==> config.mk <==
export PLATFORM = sky130hd
export DESIGN_NAME = nlmsp_div
export DESIGN_NICKNAME = d
export VERILOG_FILES = /design/src/nlmsp_div.sv
export SDC_FILE = /design/constraint.sdc
export NUM_CORES = 1
export LEC_CHECK = 0
export BUFFER_PORTS_ARGS = -buffer_cell sky130_fd_sc_hd__buf_2
export CORE_MARGIN = 4
export CORE_UTILIZATION = 58
export CTS_CLUSTER_SIZE = 28
export DETAILED_ROUTE_END_ITERATION = 6
export MAX_ROUTING_LAYER = met4
export PLACE_DENSITY = 0.85
export SYNTH_ARGS = -nofsm -noshare
export SYNTH_HDL_FRONTEND = slang
export SYNTH_SLANG_ARGS = --single-unit
export TNS_END_PERCENT = 100
==> constraint.sdc <==
create_clock -name clock -period 4.6 [get_ports clock]
set_input_delay 0.69 -clock clock [delete_from_list [all_inputs] [get_ports clock]]
set_output_delay 0.69 -clock clock [all_outputs]
set_load 0.01 [all_outputs]
==> src/nlmsp_div.sv <==
module nlmsp_div #(
   parameter int NUM_W = 58,
   parameter int DEN_W = 44,
   parameter int QUO_W = 26
) (
   input  logic             clock,
   input  logic             reset,
   input  logic             start,
   input  logic [NUM_W-1:0] num,
   input  logic [DEN_W-1:0] den,
   output logic             done,
   output logic [QUO_W-1:0] quo
);
   localparam int HI_W  = NUM_W - QUO_W;
   localparam int CMP_W = (HI_W > DEN_W) ? HI_W : DEN_W;
   localparam int CNT_W = $clog2(QUO_W);

   logic [DEN_W-1:0] rem_ff;
   logic [DEN_W-1:0] den_ff;
   logic [QUO_W-1:0] qn_ff;
   logic [CNT_W-1:0] cnt_ff;
   logic             busy_ff;
   logic             done_ff;
   logic [HI_W-1:0]  hi;
   logic             ovf;
   logic [DEN_W:0]   trial;
   logic             ge;

   assign hi    = num[NUM_W-1:QUO_W];
   assign ovf   = CMP_W'(hi) >= CMP_W'(den);
   assign trial = {rem_ff, qn_ff[QUO_W-1]};
   assign ge    = trial >= {1'b0, den_ff};

   always_ff @(posedge clock) begin
      if (reset) begin
         busy_ff <= 1'b0;
         done_ff <= 1'b0;
         cnt_ff  <= '0;
      end else begin
         done_ff <= start ? ovf : (busy_ff && (cnt_ff == CNT_W'(QUO_W - 1)));
         if (start) begin
            den_ff <= den;
            cnt_ff <= '0;
            if (ovf) begin
               qn_ff <= '1;
            end else begin
               rem_ff  <= DEN_W'(hi);
               qn_ff   <= num[QUO_W-1:0];
               busy_ff <= 1'b1;
            end
         end else if (busy_ff) begin
            rem_ff <= ge ? DEN_W'(trial - {1'b0, den_ff}) : trial[DEN_W-1:0];
            qn_ff  <= {qn_ff[QUO_W-2:0], ge};
            cnt_ff <= cnt_ff + 1'b1;
            if (cnt_ff == CNT_W'(QUO_W - 1)) begin
               busy_ff <= 1'b0;
            end
         end
      end
   end

   assign done = done_ff;
   assign quo  = qn_ff;

endmodule

==> summary.md <==
| Metric | Value |
|---|---|
| Initial antenna violation count | 0 |
| CP Launch Type | flip-flop |
| Seq/Total Area, Yosys | about 42% |
| Layout net count | approximately 1200 |
| Synth Area in XOR/XNOR | under 10% |
| Compound-Gate Fraction of Synth Area | approximately a fifth |
| Drt initial violations | between 600 and 700 |
| Top post-synthesis cells by count | 114 x edfxtp_1, 112 x inv_1, 81 x nor2_1 |
| Cells resized by post-CTS repair | 0 |
| Mux cell area share after synthesis | ~1.2% |
| Gpl congestion | about 0.99 |
| Sinks on Clock Net | 121 |
| H-tree levels | 4 |
| Crit path required time | roughly 4.8 ns |
| Share of cells above drive strength 1 | around 18% |
| Worst Setup End Kind | flip-flop |
| Num rows | 44 |
| Total congestion overflow | 0 |
| Biggest fanout along the worst timing path | 28 |
| Core Box Area | around 0.014 mm² |
| Cell area after layout | about 0.01 mm² |
| DR pass1 iterations | 5 |
| Area growth from synthesis to layout | 16.6% |
| Worst r2r src | rem_ff[13] |
| Critical Path Max Stage Delay | 0.42 ns |
| Hold_ws | 0.454 ns |
| Vias in the first global route | 7251 |
| DR WL/cell | approximately 18 µm |
| CP Cell Sequence | ha_1 > a211oi_2 > o21bai_1 > nor3_2 > a31oi_4 > a311oi_4 > o21ai_2 > a311oi_4 > buf_4 > mux2i_1 > mux2_2 |
| Top_reg_cell synth | edfxtp_1 |
| Port bufs | around 130 |
| Cell area after synthesis | approximately 0.0086 mm² |
| Tot Pwr | about 3.8 mW |
| Buffers plus inverters on the worst setup path | 1 |
| Most common cell in the netlist | edfxtp_1 |
| Adder-cell share of the synthesized area | a little under an eighth |
| Total negative setup slack | 0 ns |
| Arrival time worst endpoint | approximately 3.9 ns |
| EDFF count, synth | roughly 110 |
| Die ar. | 0.0168 mm² |
| Final worst-path cycle share | 80.0% |
| Worst Skew | 0.00928 ns |
| Largest family of logic cells by synthesized area | compound AO/OA/AOI/OAI gates |
| Slew @ Worst Pin | about 1.2 ns |
| Synthesized Nets | between 1000 and 1500 |
| Cells on worst reg2reg path | 11 |
| Hold EP | den_ff[11] |
| CP max stage cell | a311oi_4 |
| Pwr dens | about 380 mW/mm² |
| CP top delay family | compound AO/OA/AOI/OAI gates |
| Hold Crit Class | in2reg |
| I/O pin total | 132 |
| Detail Placement HPWL | ~16000 µm |
| Total track usage | ~27% |
| Mapped Avg Cell Area | a little over 9 µm² |
| Max cap viols | 0 |
| Peak supply drop | between 0.0003 and 0.0004 V |
| Initial Util | 59.2% |
| Fin cells | ~1200 |
| Chip width | between 100 and 150 µm |
| Synth warn | 0 |
| Syn Inst Count | ~920 |
| Detailed Route WL | ~22000 µm |
| Max clock buf depth | 2 |
| Critical Path Source | rem_ff[13] |
| Crit path depth | 11 |
| DR vias | roughly 7400 |
| Minimum clock period | 3.68 ns |
| Die H | approximately 130 µm |
| Synth area leaders | edfxtp_1 40%, ha_1 11%, inv_1 4.9% |
| Filler instances | ~1100 |
| FF-to-FF setup slack | 0.92 ns |
| Fraction of registers with async set/reset | 0% |
| Clock latency at the later pin of the worst-skew pair | approximately 0.43 ns |
| Largest area contributor in the netlist | edfxtp_1 |
| Routed vias/inst | about 6 |
| Setup CP Type | reg2reg |
| Leak | between 4 and 5 nW |
| RSZ-0062 raised after global routing | no |
| Post-CTS Setup Bufs | 0 |
| CTS buffer count | 17 |
| Area share of and/or/nand/nor cells after synthesis | between 10% and 20% |
| Status | completed |
| CP most frequent cell | a311oi_4 |
| Hold_buf cts | 0 |
| ANT cells | 0 |
| Largest net degree at the start of global routing | 67 |
| First-pass GRT wire length | about 35000 µm |
| DP Area | between 0.009 and 0.01 mm² |
| Worst Hold Depth | 1 |
| Reg2reg end | rem_ff[1] |
| TritonCTS clock tree | yes |
| Slew Limit Fails | 0 |
| Hold Fails Final Rpt | 0 |
| Inst Count DP | 1200 |
| Clock Root Buffer | clkbuf_16 |
| HP Start | den[11] |
| Distinct cells, synth | 68 |
| Clk slew on worst S/H paths | approximately 0.06 ns |
| Synth top area share | roughly 40% |
| Setup-failing EPs final | 0 |
| Detail Route Antenna Nets | 0 |
| Highest clock rate | approximately 270 MHz |
| DRC | 0 |
| Relative slew slack | between 20% and 30% |
| Seq cells post-synth | roughly 120 |
==> cell usage in the layout (no fill, tap or decap), types with 4 or more instances in the layout <==
| cell type | netlist | routed |
|---|---|---|
| nand2b_1 | 5 | 5 |
| and3_1 | 5 | 5 |
| nor4_1 | 5 | 5 |
| o21a_1 | 10 | 10 |
| nand3_1 | 36 | 36 |
| mux2i_1 | 9 | 9 |
| clkbuf_16 | 0 | 17 |
| xnor2_1 | 18 | 18 |
| o211ai_1 | 5 | 5 |
| a21o_1 | 22 | 22 |
| edfxtp_1 | 114 | 114 |
| inv_1 | 112 | 112 |
| o311ai_0 | 25 | 25 |
| nor3_1 | 13 | 13 |
| nand4_1 | 20 | 20 |
| buf_2 | 3 | 130 |
| dfxtp_1 | 7 | 7 |
| ha_1 | 78 | 78 |
| a211oi_1 | 6 | 6 |
| a21oi_1 | 68 | 68 |
| and4_1 | 4 | 4 |
| o21ai_0 | 31 | 31 |
| nand2_1 | 72 | 72 |
| nor2b_1 | 9 | 9 |
| inv_6 | 0 | 7 |
| o31ai_1 | 5 | 5 |
| xor2_1 | 22 | 22 |
| buf_4 | 3 | 11 |
| nor2_1 | 81 | 79 |
| o21bai_1 | 6 | 6 |
| a31oi_1 | 32 | 32 |
==> how the worst max path moves through the flow <==
stage                  to
3_5_place_dp    rem_ff[1]
2_1_floorplan   rem_ff[0]
5_1_grt        rem_ff[42]
3_3_place_gp   rem_ff[17]
6_report        rem_ff[1]
4_1_cts         rem_ff[1]
==> state kept, by name, summed over array words and instances, names as in the netlist <==
register	count
cnt_ff	5
rem_ff	44
quo	26
busy_ff	1
done	1
den_ff	44
==> power breakdown <==
part	total, mW	internal [mW]	switching [mW]
clock network	1.41	0.862	0.550
logic	1.02	0.407	0.615
registers	1.37	1.32	0.0438
total	3.80	2.59	1.21
==> worst reg2reg max path, delay by kind of cell, from the launching register on <==
kind | cells | cell delay [ns]
AOI/OAI and AO/OA | 6 | 1.56
adders and majority gates | 1 | 0.41
DFF | 1 | 0.41
and+or+nand+nor | 1 | 0.26
buffers and inverters | 1 | 0.37
muxes | 2 | 0.41
==> stage by stage <==
step	setup WS (ns)	util, %
3_5_place_dp	0.968	64.8
2_1_floorplan	0.909	-
4_1_cts	0.936	69.0
6_report	0.921	69.0
5_1_grt	0.709	69.0
3_3_place_gp	0.985	64.8
==> per-layer routing <==
| layer | up-vias | wire (µm) | track usage, % |
|---|---|---|---|
| li1 | 3603 | - | - |
| met1 | 3471 | 9320 | 34.8 |
| met2 | 328 | 10200 | 43.4 |
| met3 | 41 | 1640 | 6.10 |
| met4 | 0 | 525 | 8.01 |
| met5 | - | 0 | - |
==> cells by family (layout without fill, tap and decap cells) <==
family | count (synthesis) | in the layout
xor gates and xnor gates | 40 | 40
buffers and inverters | 157 | 286
and+or+nand+nor | 266 | 266
muxes | 10 | 10
DFF | 121 | 121
AOI/OAI and AO/OA | 246 | 246
adders and majority gates | 79 | 79
==> cell type report <==
cell class | instances | area (µm²) | share of cell area (%)
well taps | 184 | 230 | 2.30
inverters | 112 | 420 | 4.21
repair buffers | 142 | 753 | 7.54
clock buffers | 17 | 425 | 4.26
multi-input cells | 641 | 4410 | 44.2
flip-flops and latches | 121 | 3560 | 35.7
clock inverters | 15 | 185 | 1.85
Power figures use the tool's default switching activity.
