<file path="config.mk">
export PLATFORM = sky130hd
export DESIGN_NAME = nlmsp_cell
export DESIGN_NICKNAME = d
export VERILOG_FILES = /design/src/nlmsp_pkg.sv /design/src/nlmsp_cell.sv
export SDC_FILE = /design/constraint.sdc
export NUM_CORES = 1
export LEC_CHECK = 0
export BUFFER_PORTS_ARGS = -buffer_cell sky130_fd_sc_hd__buf_2
export CORE_ASPECT_RATIO = 0.8
export CORE_MARGIN = 1
export CORE_UTILIZATION = 48
export CTS_BUF_LIST = sky130_fd_sc_hd__clkbuf_2
export CTS_CLUSTER_DIAMETER = 200
export DETAILED_ROUTE_END_ITERATION = 6
export PLACE_DENSITY = 0.87
export SETUP_SLACK_MARGIN = 0.2
export SLEW_MARGIN = 30
export SYNTH_ARGS = -nofsm -noshare
export SYNTH_HDL_FRONTEND = slang
export SYNTH_SLANG_ARGS = --single-unit
</file>
<file path="constraint.sdc">
create_clock -name clock -period 2.14 [get_ports clock]
set_clock_uncertainty 0.1 [all_clocks]
set_input_delay 0.107 -clock clock [delete_from_list [all_inputs] [get_ports clock]]
set_output_delay 0.107 -clock clock [all_outputs]
set_load 0.02 [all_outputs]
</file>
<file path="src/nlmsp_pkg.sv">
package nlmsp_pkg;

   localparam int HIST_W   = 8;
   localparam int WEIGHT_W = 24;
   localparam int BASE_W   = 16;
   localparam int U_W      = 17;
   localparam int UMAG_W   = 16;
   localparam int WU_W     = WEIGHT_W + U_W;
   localparam int UU_W     = 2 * UMAG_W;
   localparam int MU_W     = 17;
   localparam int ME_W     = MU_W + WEIGHT_W;
   localparam int PR3_W    = ME_W + UMAG_W;
   localparam int QUO_W    = 26;

   localparam logic [1:0] MODE_MEAN   = 2'd0;
   localparam logic [1:0] MODE_DIRECT = 2'd1;
   localparam logic [1:0] MODE_DIFF   = 2'd2;

   localparam logic [1:0] REG_MODE   = 2'd0;
   localparam logic [1:0] REG_RATE   = 2'd1;
   localparam logic [1:0] REG_WINDOW = 2'd2;

   localparam logic [1:0]      MODE_RESET = 2'd0;
   localparam logic [MU_W-1:0] RATE_RESET = 17'd26214;
   localparam logic [3:0]      WIN_RESET  = 4'd5;
   localparam logic [MU_W-1:0] MU_ONE     = 17'h10000;

   localparam logic signed [WEIGHT_W-1:0] Q24_MAX = 24'sh7FFFFF;
   localparam logic signed [WEIGHT_W-1:0] Q24_MIN = 24'sh800000;

   typedef struct packed {
      logic rotate;
      logic push;
   } cell_ctl_type;

endpackage

</file>
<file path="src/nlmsp_cell.sv">
module nlmsp_cell (
   input  logic                              clock,
   input  logic                              reset,
   input  nlmsp_pkg::cell_ctl_type           ctl,
   input  logic [nlmsp_pkg::HIST_W-1:0]      nbr_hist,
   input  logic [nlmsp_pkg::WEIGHT_W-1:0]    nbr_weight,
   input  logic [nlmsp_pkg::HIST_W-1:0]      prev_hist,
   output logic [nlmsp_pkg::HIST_W-1:0]      hist,
   output logic [nlmsp_pkg::WEIGHT_W-1:0]    weight
);
   import nlmsp_pkg::*;

   logic [HIST_W-1:0]   hist_ff;
   logic [WEIGHT_W-1:0] weight_ff;

   always_ff @(posedge clock) begin
      if (reset) begin
         hist_ff   <= '0;
         weight_ff <= '0;
      end else if (ctl.rotate) begin
         hist_ff   <= nbr_hist;
         weight_ff <= nbr_weight;
      end else if (ctl.push) begin
         hist_ff <= prev_hist;
      end
   end

   assign hist   = hist_ff;
   assign weight = weight_ff;

endmodule

</file>
==> impl_metrics.env, run 1 <==
export IMPL_status="finished, final reports clean"
export IMPL_post_drt_wl_per_cell_um=13.5
export IMPL_maxCapViolCount=0
export IMPL_grt_overflow=0
export IMPL_critPathSlowestCell="buf_2"
export IMPL_tightestPinTransition_ps=843
export IMPL_drtIter0Drc=32
export IMPL_root_buffer="clkbuf_2"
export IMPL_drive_gt1_frac=0.424
export IMPL_worstSetupStartpointType="input port"
export IMPL_ys_warn_count=0
export IMPL_first_pass_iters=4
export IMPL_yosys_register_bits=32
export IMPL_clock_sinks=32
export IMPL_cp_top_family="buffers and inverters"
export IMPL_multi_input_area_um2=596
export IMPL_seq_area_frac_synth=0.489
export IMPL_critical_path_buf_inv_count=3
export IMPL_p_leak_nw=1.08
export IMPL_track_usage=0.255
export IMPL_synth_top_area_share=0.489
export IMPL_ios=76
export IMPL_layout_worst_path_cycle_share=0.770
export IMPL_syn_avg_cell_area_um2=11.6
export IMPL_ir_worst_vdd_mv=0.478
export IMPL_vias_per_cell=4.68
export IMPL_start_util=0.519
export IMPL_post_cts_resized=0
export IMPL_yosys_area_top_type="dfxtp_1"
export IMPL_drt_total_wl_um=3500
export IMPL_tritoncts="yes"
export IMPL_layout_commonest_cell="buf_2"
export IMPL_min_from="prev_hist[3]"
export IMPL_synth_area_um2=1310
export IMPL_numCtsBuffers=5
export IMPL_critPathMaxFanout=33
export IMPL_setup_viol=0
export IMPL_core_area_um2=2520
export IMPL_tns_ps=0
export IMPL_synth_area_leaders="dfxtp_1 (49%), mux2i_1 (24%), nor2_1 (6.9%), nor2b_4 (6.3%), a211oi_2 (5.7%)"
export IMPL_final_cell_mix="buf_2 (75), dlygate4sd3_1 (36), mux2i_1 (32), dfxtp_1 (32), nor2_1 (24)"
export IMPL_dieArea_um2=2940
export IMPL_finalHoldViolations=0
export IMPL_rsz0062_at_grt="no"
export IMPL_synth_nets=157
export IMPL_final_nets=267
export IMPL_hold_ws_ps=11.4
export IMPL_drc_errors=0
export IMPL_fmax_mhz=607
export IMPL_n_fill_cell=177
export IMPL_clockBufferDepth=2
export IMPL_drv_slew=0
export IMPL_diodes=0
export IMPL_grt_pass1_vias=1288
export IMPL_relSlewSlack=0.438
export IMPL_dpl_hpwl_um=2000
export IMPL_seqCellArea_um2=641
export IMPL_rr_startpoint="hist[5]$_SDFFE_PP0P_"
export IMPL_ant_nets=0
export IMPL_ys_types=11
export IMPL_port_buffers=75
export IMPL_clk_insertion_delay_late_ps=350
export IMPL_vias=1218
export IMPL_crit_type="input port to flip-flop"
export IMPL_utilization=0.816
export IMPL_chipWidth_um=60.4
export IMPL_critical_path_max_stage_delay_ps=640
export IMPL_areaGrowthSynthToFinish_pct=57.4
export IMPL_antenna_found_initial=0
export IMPL_crit_arrival_ps=1870
export IMPL_cp_startpoint="ctl[1]"
export IMPL_cts_clk_slew_worst_paths_ps=160
export IMPL_h_tree_depth=2
export IMPL_syn_inst=113
export IMPL_row_count=16
export IMPL_grt_max_degree=34
export IMPL_gp_congestion=0.746
export IMPL_cp_data_required_time_ps=2370
export IMPL_min_path_type="input port to flip-flop"
export IMPL_die_h_um=48.7
export IMPL_grt_pass1_wl_um=5430
export IMPL_crit_chain="buf_2, inv_2, a211oi_1, dlygate4sd3_1"
export IMPL_end_kind="flip-flop"
export IMPL_finalWorstPathRequiredPeriod_ps=1650
export IMPL_powerDensity_nw_per_um2=596
==> registers in the layout, indices dropped and copies added, names as in the netlist <==
register  count
hist          8
weight       24
==> cells in the mapped netlist <==
library cell and n:
nor2b_4 6, inv_2 1, a211oi_1 2, clkbuf_1 2, buf_6 5, buf_2 1, mux2i_1 32, a211oi_2 6
nor2_1 24, dfxtp_1 32, nor2b_1 2
==> stage by stage <==
step | total power, W | cell area (µm²) | cells | setup slack, ps
3_3_place_gp | 0.000890 | 1660 | 216 | 732
3_5_place_dp | 0.000900 | 1660 | 216 | 682
5_1_grt | 0.00129 | 2060 | 260 | 467
4_1_cts | 0.00122 | 2040 | 258 | 550
2_1_floorplan | 0.000816 | 1310 | 113 | 1240
6_report | 0.00123 | 2060 | 260 | 491
==> worst paths after layout <==
path                            cells past startpoint  slack (ps)                endpoint
worst max register to register                      3         730    hist[5]$_SDFFE_PP0P_
worst min-delay path                                3          10    hist[3]$_SDFFE_PP0P_
worst min register to register                      2         410  weight[8]$_SDFFE_PP0P_
worst max-delay path                                4         490    hist[5]$_SDFFE_PP0P_
==> tightest hold or removal path, stage by stage <==
cell and delay, ps:
buf_2 100, mux2i_1 150, a211oi_2 80
==> what timing repair did <==
item | CTS | global route
hold buffers | 34 | 2
setup buffers | 0 | 0
hold endpoints to repair | 32 | 2
==> kinds of logic (layout without fill, tap and decap cells) <==
family | count (synthesis) | count (layout) | synth area share
multiplexers | 32 | 32 | 0.245
flip-flops | 32 | 32 | 0.489
AND/OR/NAND/NOR | 32 | 32 | 0.141
buffers and inverters | 9 | 120 | 0.0554
AO/OA/AOI/OAI | 8 | 8 | 0.0688
==> cell type report <==
| cell class | count | area share |
|---|---|---|
| inverter | 1 | 0.00182 |
| clock buffer | 7 | 0.0170 |
| tap | 36 | 0.0219 |
| sequential | 32 | 0.311 |
| clock inverter | 1 | 0.00182 |
| timing repair buffer | 111 | 0.357 |
| multi-input combinational | 72 | 0.289 |
==> routing by layer <==
metal / vias to the layer above / wire length [µm] / global-route usage
met5: - / 0 / 0
met4: 0 / 52 / 0.0814
met3: 7 / 194 / 0.107
met2: 40 / 1910 / 0.467
met1: 571 / 1350 / 0.249
li1: 600 / - / -
==> power breakdown <==
part	switching [W]	total, W	internal, W
clock network	0.000196	0.000284	0.0000875
registers	0.0000186	0.000653	0.000634
logic	0.000143	0.000291	0.000148
total	0.000358	0.00123	0.000869
Note: power is estimated with default switching activity, not from simulation.
==> run 2, diff against run 1 <==
--- a/config.mk
+++ b/config.mk
@@ -8,11 +8,11 @@
 export BUFFER_PORTS_ARGS = -buffer_cell sky130_fd_sc_hd__buf_2
 export CORE_ASPECT_RATIO = 0.8
 export CORE_MARGIN = 1
-export CORE_UTILIZATION = 48
+export CORE_UTILIZATION = 40
 export CTS_BUF_LIST = sky130_fd_sc_hd__clkbuf_2
 export CTS_CLUSTER_DIAMETER = 200
 export DETAILED_ROUTE_END_ITERATION = 6
-export PLACE_DENSITY = 0.87
+export PLACE_DENSITY = 0.77
 export SETUP_SLACK_MARGIN = 0.2
 export SLEW_MARGIN = 30
 export SYNTH_ARGS = -nofsm -noshare
==> constraint.sdc (replaced) <==
create_clock -name clock -period 1.5 [get_ports clock]
set_clock_uncertainty 0.1 [all_clocks]
set_input_delay 0.075 -clock clock [delete_from_list [all_inputs] [get_ports clock]]
set_output_delay 0.075 -clock clock [all_outputs]
set_load 0.02 [all_outputs]
==> run 2 against run 1 <==
Sequential power up 43%; count of clock-buffer cells in the layout unchanged; setup slack worse by 58 ps; largest cell class unchanged.
==> impl_metrics.env, run 2 (synthesis gave the netlist of run 1 again) <==
export IMPL_power_total_w=0.00174
export IMPL_root_buffer="clkbuf_2"
export IMPL_post_cts_buffers=0
export IMPL_worstSetupStartpointType="flip-flop"
export IMPL_start_util=0.421
export IMPL_status="finished, final reports clean"
export IMPL_p_leak_nw=1.10
export IMPL_maxCapViolCount=0
export IMPL_drive_gt1_frac=0.421
export IMPL_finalHoldViolations=0
export IMPL_grt_max_degree=34
export IMPL_finalWorstPathRequiredPeriod_ps=1070
export IMPL_cts_clk_slew_worst_paths_ps=150
export IMPL_seqCellArea_um2=641
export IMPL_fmax_mhz=938
export IMPL_antenna_found_initial=0
export IMPL_tightestPinTransition_ps=595
export IMPL_final_cell_mix="buf_2 (75), dlygate4sd3_1 (39), mux2i_1 (32), dfxtp_1 (32), nor2_1 (24)"
export IMPL_areaGrowthSynthToFinish_pct=61.6
export IMPL_largest_register_ffs=24
export IMPL_port_buffers=75
export IMPL_tns_ps=0
export IMPL_multi_input_area_um2=596
export IMPL_reg2reg_depth=2
export IMPL_core_area_um2=3110
export IMPL_critical_path_max_stage_delay_ps=380
export IMPL_drt_total_wl_um=3330
export IMPL_critical_path_buf_inv_count=1
export IMPL_dieArea_um2=3510
export IMPL_post_drt_wl_per_cell_um=12.4
export IMPL_whs_path_depth=3
export IMPL_dpl_hpwl_um=2140
export IMPL_gp_congestion=0.642
export IMPL_rsz0062_at_grt="no"
export IMPL_utilization=0.680
export IMPL_powerDensity_nw_per_um2=821
export IMPL_chipWidth_um=66.0
export IMPL_final_cell_count_no_fill=268
export IMPL_min_path_type="input port to flip-flop"
export IMPL_r2r_end="hist[5]$_SDFFE_PP0P_"
export IMPL_numCtsBuffers=5
export IMPL_drtIter0Drc=27
export IMPL_row_count=18
export IMPL_ios=76
export IMPL_clk_insertion_delay_late_ps=340
export IMPL_rr_startpoint="hist[5]$_SDFFE_PP0P_"
export IMPL_vias_per_cell=4.62
export IMPL_ant_nets=0
export IMPL_clock_sinks=32
export IMPL_ir_worst_vdd_mv=0.556
export IMPL_diodes=0
export IMPL_layout_commonest_cell="buf_2"
export IMPL_setup_viol=0
export IMPL_grt_pass1_wl_um=4970
export IMPL_track_usage=0.193
export IMPL_die_h_um=53.2
export IMPL_first_pass_iters=4
export IMPL_drc_errors=0
export IMPL_grt_pass1_vias=1196
export IMPL_relSlewSlack=0.604
export IMPL_drv_slew=0
export IMPL_min_from="prev_hist[5]"
export IMPL_cp_data_required_time_ps=1320
export IMPL_grt_overflow=0
export IMPL_n_fill_cell=245
export IMPL_crit_chain="buf_2"
export IMPL_clockBufferDepth=2
export IMPL_critPathMaxFanout=2
export IMPL_hold_path_end="hist[5]$_SDFFE_PP0P_"
export IMPL_crit_type="flip-flop to output port"
export IMPL_layout_worst_path_cycle_share=0.711
export IMPL_cp_top_family="flip-flops"
export IMPL_r2r_setup_slack_ps=640
export IMPL_crit_arrival_ps=890
export IMPL_tritoncts="yes"
export IMPL_end_kind="output port"
export IMPL_final_nets=271
export IMPL_dp_cells=221
export IMPL_critPathSlowestCell="dfxtp_1"
export IMPL_h_tree_depth=2
export IMPL_vias=1237
==> run 2: changes by cell type in the layout (fill, tap and decap cells not counted), sizes merged <==
cell	previous run	this run
dlygate4sd3	36	39
buf	75	76
==> run 2: repair_timing <==
item | in CTS | in global routing
hold buffers | 39 | 0
gates resized for setup | 0 | 0
hold endpoints to repair | 32 | 0
==> run 2: report_power, final <==
group / leakage (nW) / internal (W) / switching [W]
Combinational: 0.800 / 0.000219 / 0.000202
Sequential: 0.265 / 0.000905 / 0.0000270
Clock: 0.0306 / 0.000125 / 0.000258
Total: 1.10 / 0.00125 / 0.000487
==> run 2: layout make-up <==
class	count	share of cell area
Clock inverter	1	0.00178
Sequential cell	32	0.303
Tap cell	40	0.0237
Clock buffer	7	0.0166
Multi-Input combinational cell	72	0.282
Timing Repair Buffer	115	0.372
Inverter	1	0.00178
==> run 2: how the worst max path moves through the flow <==
stage                                  from              endpoint  slack [ps]  cells past startpoint
floorplan              hist[0]$_SDFFE_PP0P_  hist[0]$_SDFFE_PP0P_         600                      2
global route        weight[21]$_SDFFE_PP0P_            weight[21]         360                      1
detailed placement                   ctl[1]  hist[7]$_SDFFE_PP0P_         520                      4
CTS                  weight[1]$_SDFFE_PP0P_             weight[1]         400                      1
global placement                     ctl[1]  hist[7]$_SDFFE_PP0P_         570                      4
finish               weight[1]$_SDFFE_PP0P_             weight[1]         430                      1
==> run 2: stage by stage <==
| step | setup WS [ps] | hold WS, ps | area, µm² |
|---|---|---|---|
| 6_report | 434 | 57.1 | 2110 |
| 5_1_grt | 357 | 34.9 | 2110 |
| 4_1_cts | 401 | 16.3 | 2110 |
| 3_5_place_dp | 523 | 219 | 1690 |
| 3_3_place_gp | 572 | 209 | 1690 |
| 2_1_floorplan | 597 | 47.8 | 1310 |
==> run 2: worst register-to-register path, delay by kind of cell, from the launching register on <==
| family | cells | cell delay, ps |
|---|---|---|
| AOI/OAI and AO/OA | 1 | 230 |
| DFF | 1 | 360 |
| muxes | 1 | 90 |
==> run 2: metal layers <==
| metal | GRT usage | part of all wire | vias to the layer above |
|---|---|---|---|
| li1 | - | - | 612 |
| met1 | 0.190 | 0.40 | 571 |
| met2 | 0.381 | 0.53 | 49 |
| met3 | 0.0474 | 0.055 | 5 |
| met4 | 0.0887 | 0.011 | 0 |
| met5 | 0 | 0 | - |
==> run 3, diff against run 2 <==
==> constraint.sdc (replaced) <==
create_clock -name clock -period 0.9 [get_ports clock]
set_clock_uncertainty 0.1 [all_clocks]
set_input_delay 0.045 -clock clock [delete_from_list [all_inputs] [get_ports clock]]
set_output_delay 0.045 -clock clock [all_outputs]
set_load 0.02 [all_outputs]
==> run 3 against run 2 <==
The run now ends with negative hold slack, negative setup slack left; clock power grew 140%; sequential cell count is the same; register-to-register slack lost 640 ps; critical path depth is the same; highest routed layer unchanged; core utilization grew 8.3 points.
==> impl_metrics.env, run 3 (synthesis gave the netlist of run 1 again) <==
export IMPL_critPathMaxFanout=2
export IMPL_ant_nets=0
export IMPL_post_drt_wl_per_cell_um=13.4
export IMPL_drv_slew=0
export IMPL_tightestPinTransition_ps=280
export IMPL_largest_register_ffs=24
export IMPL_hold_ws_ps=-189
export IMPL_top_layer="met4"
export IMPL_finalWorstPathRequiredPeriod_ps=1000
export IMPL_clk_insertion_delay_late_ps=350
export IMPL_critical_path_buf_inv_count=1
export IMPL_drt_total_wl_um=3520
export IMPL_vias=1199
export IMPL_critical_path_max_stage_delay_ps=380
export IMPL_grt_pass1_wl_um=5030
export IMPL_status="complete, but fails checks"
export IMPL_diodes=0
export IMPL_worstSetupStartpointType="flip-flop"
export IMPL_min_path_type="input port to flip-flop"
export IMPL_routed_wl_met3_um=169
export IMPL_cp_data_required_time_ps=750
export IMPL_crit_type="flip-flop to output port"
export IMPL_core_area_um2=3110
export IMPL_n_fill_cell=227
export IMPL_grt_max_degree=21
export IMPL_fmax_mhz=998
export IMPL_end_kind="output port"
export IMPL_clockBufferDepth=2
export IMPL_final_cell_mix="buf_2 (43), buf_6 (34), mux2i_1 (30)"
export IMPL_crit_chain="buf_6"
export IMPL_placed_area_um2=1790
export IMPL_relSlewSlack=0.814
export IMPL_start_util=0.421
export IMPL_multi_input_area_um2=612
export IMPL_finalHoldViolations=19
export IMPL_powerDensity_nw_per_um2=1410
export IMPL_rr_startpoint="hist[0]$_SDFFE_PP0P_"
export IMPL_tns_ps=-2870
export IMPL_crit_arrival_ps=860
export IMPL_first_pass_iters=2
export IMPL_antenna_found_initial=0
export IMPL_chipWidth_um=66.0
export IMPL_cp_top_family="flip-flops"
export IMPL_clock_sinks=32
export IMPL_areaGrowthSynthToFinish_pct=81.3
export IMPL_wl_met2_um=1920
export IMPL_ios=76
export IMPL_dpl_hpwl_um=2170
export IMPL_ir_worst_vdd_mv=0.903
export IMPL_setup_viol=32
export IMPL_root_buffer="clkbuf_2"
export IMPL_gp_congestion=0.753
export IMPL_grt_pass1_vias=1169
export IMPL_utilization=0.763
export IMPL_maxCapViolCount=0
export IMPL_seqCellArea_um2=701
export IMPL_dieArea_um2=3510
export IMPL_m1WireLength_um=1380
export IMPL_numCtsBuffers=5
export IMPL_tritoncts="yes"
export IMPL_row_count=18
export IMPL_cts_clk_slew_worst_paths_ps=160
export IMPL_grt_overflow=0
export IMPL_layout_commonest_cell="buf_2"
export IMPL_drive_gt1_frac=0.608
export IMPL_final_nets=265
export IMPL_finalInstanceArea_um2=2370
export IMPL_h_tree_depth=2
export IMPL_track_usage=0.203
export IMPL_drc_errors=0
export IMPL_p_leak_nw=1.14
export IMPL_rsz0062_at_grt="yes"
export IMPL_drtIter0Drc=44
export IMPL_layout_worst_path_cycle_share=1.11
export IMPL_worst_slack_ps=-102
export IMPL_die_h_um=53.2
export IMPL_port_buffers=75
export IMPL_min_from="reset"
export IMPL_violations="negative hold slack, negative setup slack"
export IMPL_cp_startpoint="weight[6]$_SDFFE_PP0P_"
export IMPL_vias_per_cell=4.58
export IMPL_critPathSlowestCell="dfxtp_2"
-- run 3: per-layer routing --
| metal | up-vias | GRT usage |
|---|---|---|
| met5 | - | 0 |
| met4 | 0 | 0.106 |
| met3 | 8 | 0.0582 |
| met2 | 37 | 0.381 |
| met1 | 558 | 0.205 |
| li1 | 596 | - |
-- run 3: layout make-up --
type	count	area share
flip-flops and latches	32	0.295
well taps	40	0.0211
inverters	1	0.00158
multi-input cells	72	0.258
clock buffers	5	0.0105
clock inverters	3	0.0158
repair buffers	109	0.398
-- run 3: timing repair --
action	in CTS	in global routing
endpoints found under the setup margin	58	64
endpoints found under the hold margin	32	20
pin swaps	6	7
resized for setup	65	4
gates cloned	0	0
buffers inserted	0	3
hold buffers	26	1
-- run 3: power by group --
part | internal, W | switching, W | total, W
Combinational | 0.000475 | 0.000348 | 0.000823
Clock | 0.000453 | 0.000475 | 0.000929
Sequential | 0.00152 | 0.0000665 | 0.00158
Total | 0.00244 | 0.000890 | 0.00333
-- run 3: worst paths after layout --
check	cells after the start	slack (ps)	to
setup / recovery	1	-100	weight[6]
hold / removal	2	-190	hist[0]$_SDFFE_PP0P_
setup reg to reg	3	0	hist[0]$_SDFFE_PP0P_
hold reg to reg	2	420	weight[12]$_SDFFE_PP0P_
-- run 3: through the flow --
| stage | power (W) | setup slack, ps | hold WS, ps | std cells |
|---|---|---|---|---|
| floorplan | 0.00196 | 110 | 8.04 | 113 |
| global placement | 0.00216 | 48.4 | 178 | 224 |
| detailed placement | 0.00218 | -16.0 | 188 | 224 |
| CTS | 0.00332 | -126 | -214 | 258 |
| global route | 0.00348 | -154 | -213 | 262 |
| finish | 0.00333 | -102 | -189 | 262 |
